==> config.mk <==
export PLATFORM = sky130hd
export DESIGN_NAME = ste_ctl
export DESIGN_NICKNAME = d
export VERILOG_FILES = /design/src/rtl/ste_pkg.sv /design/src/rtl/ste_ctl.sv
export SDC_FILE = /design/constraint.sdc
export NUM_CORES = 1
export LEC_CHECK = 0
export BUFFER_PORTS_ARGS = -buffer_cell sky130_fd_sc_hd__buf_4
export CAP_MARGIN = 30
export CORE_AREA = 2 2 39 41
export DETAILED_ROUTE_END_ITERATION = 8
export DIE_AREA = 0 0 41 43
export SLEW_MARGIN = 20
export SYNTH_ARGS = -nofsm -noshare
export SYNTH_HDL_FRONTEND = slang
export SYNTH_SLANG_ARGS = --single-unit
==> constraint.sdc <==
create_clock -name aclk -period 1.6 [get_ports aclk]
set_input_delay 0.32 -clock aclk [delete_from_list [all_inputs] [get_ports aclk]]
set_output_delay 0.32 -clock aclk [all_outputs]
set_load 0.005 [all_outputs]
==> src/rtl/ste_pkg.sv <==
// Shared types and constants of the skew edge-ID table.
// No dependencies; imported by every module of the block but ste_ram.
package ste_pkg;

    localparam int MAX_NODES_DEF = 256;
    localparam int ID_BITS_DEF   = 16;

    localparam int OP_W         = 2;
    localparam int NODE_W       = 11;
    localparam int EDGE_ID_W    = 17;
    localparam int EDGE_COUNT_W = 16;
    localparam int CFG_W        = 9;

    typedef enum logic [OP_W-1:0] {
        OP_GET = 2'd0,
        OP_ADD = 2'd1,
        OP_DEL = 2'd2,
        OP_NOP = 2'd3
    } op_t;

    // controller -> datapath
    typedef struct packed {
        logic accept;      // capture the input beat
        logic look;        // issue the store read, latch the slot address
        logic commit;      // apply the update and load the output register
        logic clear_step;  // write zero at the clear pointer and advance it
    } ste_cmd_t;

    // datapath -> controller
    typedef struct packed {
        logic clear_last;  // clear pointer sits on the last entry
        logic out_free;    // output register can take a result this cycle
    } ste_sts_t;

endpackage

==> src/rtl/ste_ctl.sv <==
// Controller of the skew edge-ID table: clear pass, accept, look-up, commit.
// Depends on ste_pkg for the command and status structs.
module ste_ctl import ste_pkg::*; (
    input  logic     aclk,
    input  logic     aresetn,
    input  logic     s_valid,
    output logic     s_ready,
    input  ste_sts_t sts,
    output ste_cmd_t cmd
);

    typedef enum logic [3:0] {
        ST_CLEAR  = 4'b0001,
        ST_IDLE   = 4'b0010,
        ST_LOOK   = 4'b0100,
        ST_DECIDE = 4'b1000
    } state_t;

    state_t state_reg, state_next;

    always_ff @(posedge aclk) begin
        if (!aresetn) begin
            state_reg <= ST_CLEAR;
        end else begin
            state_reg <= state_next;
        end
    end

    always_comb begin
        state_next = state_reg;
        cmd        = '0;
        s_ready    = 1'b0;
        case (state_reg)
            ST_CLEAR: begin
                cmd.clear_step = 1'b1;
                if (sts.clear_last) begin
                    state_next = ST_IDLE;
                end
            end
            ST_IDLE: begin
                s_ready = 1'b1;
                if (s_valid) begin
                    cmd.accept = 1'b1;
                    state_next = ST_LOOK;
                end
            end
            ST_LOOK: begin
                cmd.look   = 1'b1;
                state_next = ST_DECIDE;
            end
            ST_DECIDE: begin
                // hold the read data until the output register frees up
                if (sts.out_free) begin
                    cmd.commit = 1'b1;
                    state_next = ST_IDLE;
                end
            end
            default: begin
                state_next = ST_CLEAR;
            end
        endcase
    end

endmodule

==> out/metrics.csv, run 1 <==
stage,metric,value,unit
run_status,outcome,"finished, final reports clean",
synth,syn_area_per_cell,9.32,um^2
timing,tns,0,ns
timing,rsz0062_at_grt,false,
clock_tree,clock-sinks,4,
final_layout,fin_area,388,um^2
setup_path,required,1.28,ns
clock_tree,cts-root-buf,clkbuf_4,
setup_path,rrSetupSlack,0.49,ns
setup_path,crit_path_max_fanout,9,
setup_path,crit_type,register to primary output,
setup_path,startpoint_type,register,
timing,finalCritPeriodShare,0.939,
routing,final_antenna_net_count,0,
timing,final.min_clock_period,1.50,ns
global_routing,grt_start_max_net_pins,11,
synth,dominantRegCellSynth,dfxtp_1,
routing,drc,0,
synth,syn_inst,31,
final_layout,fillers,153,
synth,yosysTopAreaCellShare,0.277,
global_routing,gr-total-overflow,0,
synth,syn_area,289,um^2
setup_path,arrival,1.18,ns
timing,worstMarginPinSlew,0.245,ns
synth,synth.distinct_cells,21,
pwr,p_total,306,uW
synth,synth_area_leaders,"dfxtp_1 (28%), nor4b_2 (16%), and3_1 (6.5%)",
floorplanning,die-height,43,um
global_routing,grt_pass1_vias,251,
clock_tree,cts.path.max_buffers,2,
clock_tree,cts_setup_buffers,0,
floorplanning,row_count,14,
floorplanning,die-area,1760,um^2
global_routing,antenna_found_initial,0,
clock_tree,clk_pin_slew,0.04,ns
clock_tree,cts_made_buffers,3,
synth,synth_seq_area_share,0.277,
routing,vias_per_cell,4.77,
pwr,swShare,0.262,
synth,synth_edf_count,0,
final_layout,post_route_cells_drive_above_1_share,0.537,
global_routing,grt_pass1_wl,1040,um
routing,wl_per_cell,11.1,um
synth,syn_nets,36,
place,numPlacedInstances,54,
synth,ys_ff_latch,4,
final_layout,final_cells,57,
timing,skew,0.000501,ns
floorplanning,io_pins,10,
final_layout,diodes,0,
clock_tree,cts_tree,done,
routing,vias,272,
hold_path,hp-start,aresetn,
pwr,vdd.ir_drop.worst,313,uV
hold_path,hold_path_class,primary input to register,
floorplanning,core_area,1380,um^2
setup_path,r2r-start,state_reg[0]$_SDFFE_PN1P_,
place,port_buffers,9,
timing,hold_violations,0,
global_routing,grt_usage,0.0965,
pwr,switchingPower,80.0,uW
timing,finalWorstSetupSlack,0.0984,ns
final_layout,nets,48,
setup_path,crit_start,state_reg[0]$_SDFFE_PN1P_,
timing,finalMaxSlewViolations,0,
pwr,p_comb_frac,0.174,
pwr,clkPwrFrac,0.416,
timing,fmax,666,MHz
final_layout,area_growth,34.2,%
pwr,power_density,788,nW/um^2
setup_path,end_kind,primary output,
final_layout,fin_util,0.280,
synth,yosys.area.top_type,dfxtp_1,
timing,whs,0.284,ns
synth,async_flop_share,0,
pwr,intPower,226,uW
synth,synth_warnings,0,
pwr,seqPwrFrac,0.410,
floorplanning,start_util,0.209,
floorplanning,fp.dieW,41,um
clock_tree,clk_latency,0.24,ns
final_layout,largest_reg_flops,4,
pwr,leakagePower,0.174,nW
routing,drtPass1Iterations,2,
timing,final-setup-viol-count,0,
timing,maxSlewHeadroom,0.834,
clock_tree,htreeDepth,1,
routing,wl,630,um
routing,drtIter0Drc,1,
place,place_area,358,um^2
place,routabilityCongestion,0.801,
run,maxCapViolCount,0,
place,dpl_worst_slack,0.213,ns
power groups by stage:
| stage | registers [mW] | logic, mW | clock network, mW |
|---|---|---|---|
| floorplan | 0.110 | 0.0506 | 0 |
| global placement | 0.125 | 0.0526 | 0 |
| detailed placement | 0.125 | 0.0531 | 0 |
| CTS | 0.125 | 0.0537 | 0.133 |
| global route | 0.127 | 0.0593 | 0.140 |
| finish | 0.125 | 0.0532 | 0.127 |
logic make-up after synthesis:
family,Yosys count,synth area share
simple gates,16,0.455
compound gates,6,0.134
flops,4,0.277
buf+inv,4,0.104
xor+xnor,1,0.0303
synthesized netlist by cell type, types with 2 or more instances:
master and instances:
buf_4 2, nor4b_2 3, nor3b_1 2, or3b_1 2
dfxtp_1 4, and3_1 3
cell type report:
| class | instances | area (um^2) | area share |
|---|---|---|---|
| Multi-Input combinational cell | 23 | 181 | 0.468 |
| Timing Repair Buffer | 10 | 75.1 | 0.194 |
| Clock buffer | 3 | 22.5 | 0.0581 |
| Sequential cell | 4 | 85.1 | 0.219 |
| Inverter | 1 | 3.75 | 0.00968 |
| Tap cell | 16 | 20.0 | 0.0516 |
path summary, 6_finish.rpt:
path / end / cells after the start
max: cmd[3] / 4
min: state_reg[0]$_SDFFE_PN1P_ / 2
max reg2reg: state_reg[1]$_SDFFE_PN0P_ / 3
min reg2reg: state_reg[1]$_SDFFE_PN0P_ / 1
worst max-delay path, cell delays in order, from the launching register on:
cell and delay [ns]:
dfxtp_2 0.41, nor2_2 0.06, and3_1 0.20, and2_1 0.15, buf_4 0.13
metal layers:
metal / up-vias / part of all wire / track usage
met4: 0 / 0.013 / 0.0800
li1: 137 / - / -
met2: 9 / 0.46 / 0.113
met1: 124 / 0.44 / 0.116
met3: 2 / 0.081 / 0.0628
met5: - / 0 / 0
repair_timing:
| item | in CTS | in global routing |
|---|---|---|
| gates resized for setup | 3 | 2 |
| hold buffers | 0 | 0 |
| setup endpoints to repair | 1 | 1 |
| pin swaps | 0 | 0 |
cell usage in the layout, fill, tap and decap left out:
cell / synthesis / layout
dfxtp_2: 0 / 4
o21ai_0: 1 / 1
a21oi_2: 1 / 1
nor2_2: 0 / 1
buf_4: 2 / 10
nor2b_1: 1 / 1
xor2_1: 1 / 1
inv_1: 1 / 1
nor4_1: 1 / 1
nor4b_2: 3 / 3
and2_1: 1 / 1
nor3b_1: 2 / 2
nor4b_1: 1 / 1
clkbuf_4: 0 / 3
o21ai_1: 1 / 1
o31ai_1: 1 / 1
nand2_1: 1 / 1
and3_1: 3 / 3
a21oi_1: 1 / 1
a21o_1: 1 / 1
or3b_1: 2 / 2
Power figures use the tool's default switching activity.
==> inputs of run 2 (changes only) <==
- CTS_BUF_LIST: default -> sky130_fd_sc_hd__clkbuf_16
- REMOVE_ABC_BUFFERS: default -> 1
==> out/metrics.csv, run 2 (synthesized netlist as in run 1, its figures left out) <==
stage,metric,value,unit
clock_tree,cts_tree,done,
pwr,swShare,0.186,
timing,finalWorstSetupSlack,0.0629,ns
pwr,p_comb_frac,0.094,
place,place_area,350,um^2
clock_tree,htreeDepth,1,
timing,rsz0062_at_grt,false,
final_layout,post_route_cells_drive_above_1_share,0.500,
hold_path,hold_path_class,primary input to register,
place,dpl_worst_slack,0.201,ns
final_layout,fin_util,0.311,
pwr,leakagePower,0.192,nW
pwr,clkPwrFrac,0.684,
clock_tree,holdBufCountCts,0,
place,routabilityCongestion,0.719,
floorplanning,io_pins,10,
final_layout,fin_area,430,um^2
hold_path,hp-start,aresetn,
setup_path,required,1.28,ns
global_routing,use_met3,0.0628,
global_routing,gr-max-usage-layer,met1,
timing,finalCritPeriodShare,0.961,
setup_path,crit_type,register to primary output,
setup_path,arrival,1.22,ns
pwr,vdd.ir_drop.worst,624,uV
timing,final-setup-viol-count,0,
global_routing,grt_usage,0.0822,
global_routing,gr-total-overflow,0,
routing,vias_per_cell,4.64,
timing,whs,0.289,ns
global_routing,use_met1,0.118,
final_layout,final_cell_mix,"buf_4 (9), dfxtp_2 (4), nor4b_2 (3), and3_1 (3), clkbuf_16 (3)",
timing,skew,0.00122,ns
hold_path,holdPathEnd,state_reg[0]$_SDFFE_PN1P_,
floorplanning,fp.dieW,41,um
setup_path,timing.rr.end,state_reg[1]$_SDFFE_PN0P_,
clock_tree,clk_latency,0.22,ns
global_routing,grt_start_max_net_pins,12,
final_layout,fillers,147,
floorplanning,die-height,43,um
floorplanning,row_count,14,
global_routing,grt_use_met2,0.0938,
pwr,power_density,1310,nW/um^2
final_layout,area_growth,48.9,%
setup_path,end_kind,primary output,
hold_path,holdPathStages,2,
clock_tree,cts_made_buffers,3,
routing,drtIter0Drc,4,
timing,tns,0,ns
global_routing,grt_pass1_vias,219,
pwr,intPower,461,uW
floorplanning,die-area,1760,um^2
final_layout,largest_reg_flops,4,
timing,hold_violations,0,
run,maxCapViolCount,0,
clock_tree,clk_pin_slew,0.03,ns
routing,wl,615,um
setup_path,startpoint_type,register,
pwr,seqPwrFrac,0.223,
setup_path,r2r-start,state_reg[3]$_SDFFE_PN0P_,
place,port_buffers,9,
timing,worstMarginPinSlew,0.258,ns
clock_tree,cts.path.max_buffers,2,
global_routing,antenna_found_initial,0,
clock_tree,clock-sinks,4,
pwr,switchingPower,105,uW
final_layout,nets,47,
routing,drtPass1Iterations,2,
final_layout,diodes,0,
floorplanning,core_area,1380,um^2
clock_tree,cts-root-buf,clkbuf_16,
routing,vias,260,
floorplanning,start_util,0.209,
timing,final.min_clock_period,1.54,ns
global_routing,grt_pass1_wl,952,um
setup_path,rrSetupSlack,0.47,ns
routing,drc,0,
routing,wl_per_cell,11.0,um
final_layout,final_common_cell,buf_4,
routing,final_antenna_net_count,0,
setup_path,reg2reg_depth,3,
run_status,outcome,"finished, final reports clean",
timing,fmax,651,MHz
timing,maxSlewHeadroom,0.826,
timing,finalMaxSlewViolations,0,
setup_path,crit_path_max_fanout,7,
==> run 2: how the worst max path moves through the flow <==
stage | from | to | cells after the start
2_1_floorplan | state_reg[3]$_SDFFE_PN0P_ | cmd[3] | 3
3_3_place_gp | state_reg[3]$_SDFFE_PN0P_ | cmd[3] | 4
3_5_place_dp | state_reg[0]$_SDFFE_PN1P_ | cmd[3] | 4
4_1_cts | state_reg[1]$_SDFFE_PN0P_ | cmd[3] | 3
5_1_grt | state_reg[2]$_SDFFE_PN0P_ | cmd[3] | 4
6_report | state_reg[2]$_SDFFE_PN0P_ | cmd[3] | 4
==> run 2: area by class of cell <==
cell class / instances / area [um^2] / area share
Clock buffer: 3 / 75.1 / 0.174
Inverter: 1 / 3.75 / 0.00872
Multi-Input combinational cell: 23 / 179 / 0.416
Sequential cell: 4 / 85.1 / 0.198
Tap cell: 16 / 20.0 / 0.0465
Timing Repair Buffer: 9 / 67.6 / 0.157
==> run 2: power groups by stage <==
stage                     combinational, mW  sequential (mW)  clock (mW)
after floorplan                      0.0311            0.121           0
after global placement               0.0537            0.124           0
after detailed placement             0.0535            0.125           0
after CTS                            0.0539            0.125       0.393
after global routing                 0.0599            0.127       0.403
final                                0.0530            0.126       0.387
==> run 2: stage by stage <==
stage / total power, mW / cells
detailed placement: 0.179 / 53
CTS: 0.571 / 56
global placement: 0.178 / 53
global route: 0.590 / 56
finish: 0.566 / 56
floorplan: 0.152 / 28
==> run 2: worst max-delay path, stage by stage (launching register included) <==
cell and delay, ns:
dfxtp_2 0.35, nor2_1 0.20, and3_1 0.21, and2_1 0.13, buf_4 0.10
==> run 2: timing repair <==
action,in CTS,in global routing
pin swaps,0,0
buffers inserted,0,0
endpoints found under the setup margin,1,1
gates resized for setup,3,1
==> run 2: per-layer routing <==
layer	vias to the layer above	share of wire
li1	133	-
met1	116	0.49
met2	11	0.41
met3	0	0.10
met4	0	0
met5	-	0
==> inputs of run 3 (changes only) <==
- GPL_TIMING_DRIVEN: default -> 0
==> out/metrics.csv, run 3 (synthesized netlist as in run 1, its figures left out) <==
stage,metric,value,unit
setup_path,crit_end,cmd[3],
clock_tree,cts-root-buf,clkbuf_16,
timing,skew,0.00315,ns
routing,vias,264,
setup_path,end_kind,primary output,
final_layout,fillers,149,
pwr,leakagePower,0.192,nW
global_routing,gr-total-overflow,0,
setup_path,crit_type,register to primary output,
routing,vias_per_cell,4.71,
final_layout,nets,47,
timing,finalWorstSetupSlack,0.0708,ns
clock_tree,cts_setup_buffers,0,
floorplanning,fp.dieW,41,um
timing,final.min_clock_period,1.53,ns
clock_tree,cts_made_buffers,3,
clock_tree,htreeDepth,1,
setup_path,crit_slowest_cell,dfxtp_2,
floorplanning,core_area,1380,um^2
floorplanning,die-height,43,um
setup_path,crit_start,state_reg[2]$_SDFFE_PN0P_,
final_layout,final_common_cell,buf_4,
timing,worstMarginPinSlew,0.259,ns
final_layout,area_growth,48.9,%
global_routing,grt_usage,0.0884,
floorplanning,io_pins,10,
setup_path,crit_path_max_fanout,7,
hold_path,hold_path_class,primary input to register,
final_layout,largest_reg_flops,4,
routing,final_antenna_net_count,0,
run,maxCapViolCount,0,
global_routing,grt_pass1_wl,1030,um
place,routabilityCongestion,0.738,
pwr,power_density,1290,nW/um^2
final_layout,fin_area,430,um^2
final_layout,post_route_cells_drive_above_1_share,0.500,
routing,wl_per_cell,10.3,um
timing,finalCritPeriodShare,0.956,
place,dpl_worst_slack,0.189,ns
setup_path,path_cells,nor2_1 -> and3_1 -> and2_1 -> buf_4,
routing,drtIter0Drc,0,
global_routing,antenna_found_initial,0,
routing,drc,0,
setup_path,r2r-start,state_reg[3]$_SDFFE_PN0P_,
clock_tree,clk_pin_slew,0.03,ns
setup_path,rrSetupSlack,0.47,ns
hold_path,hp-start,aresetn,
timing,hold_violations,0,
clock_tree,clk_latency,0.22,ns
setup_path,timing.rr.end,state_reg[1]$_SDFFE_PN0P_,
timing,rsz0062_at_grt,false,
final_layout,multi_input_area,179,um^2
place,hpwl,430,um
timing,fmax,654,MHz
timing,tns,0,ns
timing,maxSlewHeadroom,0.826,
setup_path,arrival,1.21,ns
place,place_area,350,um^2
place,port_buffers,9,
routing,drtPass1Iterations,1,
timing,final-setup-viol-count,0,
final_layout,final_cell_mix,"buf_4 (9), dfxtp_2 (4), nor4b_2 (3), and3_1 (3), clkbuf_16 (3)",
setup_path,slowest_delay,0.35,ns
final_layout,diodes,0,
clock_tree,cts.path.max_buffers,2,
pwr,vdd.ir_drop.worst,699,uV
global_routing,grt_pass1_vias,242,
timing,finalMaxSlewViolations,0,
final_layout,regArea,85.1,um^2
floorplanning,die-area,1760,um^2
setup_path,startpoint_type,register,
run_status,outcome,"finished, final reports clean",
setup_path,required,1.28,ns
setup_path,reg2reg_depth,3,
clock_tree,clock-sinks,4,
clock_tree,cts_tree,done,
floorplanning,start_util,0.209,
global_routing,grt_start_max_net_pins,12,
routing,wl,578,um
floorplanning,row_count,14,
run 3: stage by stage:
| stage | hold WS [ns] | power, mW | std cells | util |
|---|---|---|---|---|
| 6_report | 0.291 | 0.556 | 56 | 0.311 |
| 5_1_grt | 0.295 | 0.580 | 56 | 0.311 |
| 4_1_cts | 0.290 | 0.564 | 56 | 0.310 |
| 3_5_place_dp | 0.525 | 0.178 | 53 | 0.253 |
| 3_3_place_gp | 0.530 | 0.178 | 53 | 0.253 |
| 2_1_floorplan | 0.400 | 0.152 | 28 | - |
run 3: layer usage:
metal	routed length, um	vias up	global-route usage
met4	0	0	0.0200
met3	49	0	0.0681
met5	0	-	0
li1	-	134	-
met1	281	121	0.129
met2	248	9	0.100
run 3: final cells by class:
class	instances	share of cell area
timing repair buffer	9	0.157
tap	16	0.0465
sequential	4	0.198
clock buffer	3	0.174
multi-input combinational	23	0.416
inverter	1	0.00872
run 3: where the power goes:
part           total [mW]  switching [mW]  internal (mW)  leakage, nW
clock               0.379          0.0604          0.318       0.0370
combinational      0.0522          0.0190         0.0332        0.121
sequential          0.125          0.0165          0.108       0.0337
total               0.556          0.0960          0.460        0.192
run 3: timing repair:
| action | CTS | global route |
|---|---|---|
| hold buffers | 0 | 0 |
| resized for setup | 3 | 1 |
| endpoints found under the setup margin | 1 | 1 |
run 3: how the worst min path moves through the flow:
stage / endpoint / slack (ns) / cells after the start
detailed placement: state_reg[0]$_SDFFE_PN1P_ / 0.52 / 2
floorplan: state_reg[0]$_SDFFE_PN1P_ / 0.40 / 1
global route: state_reg[0]$_SDFFE_PN1P_ / 0.30 / 2
global placement: state_reg[0]$_SDFFE_PN1P_ / 0.53 / 2
CTS: state_reg[0]$_SDFFE_PN1P_ / 0.29 / 2
finish: state_reg[0]$_SDFFE_PN1P_ / 0.29 / 2
run 3: worst max-delay path: cells and delay by family, from the launching register on:
kind | cells | cell delay (ns)
flip-flops | 1 | 0.35
AND/OR/NAND/NOR | 3 | 0.54
buffers and inverters | 1 | 0.10
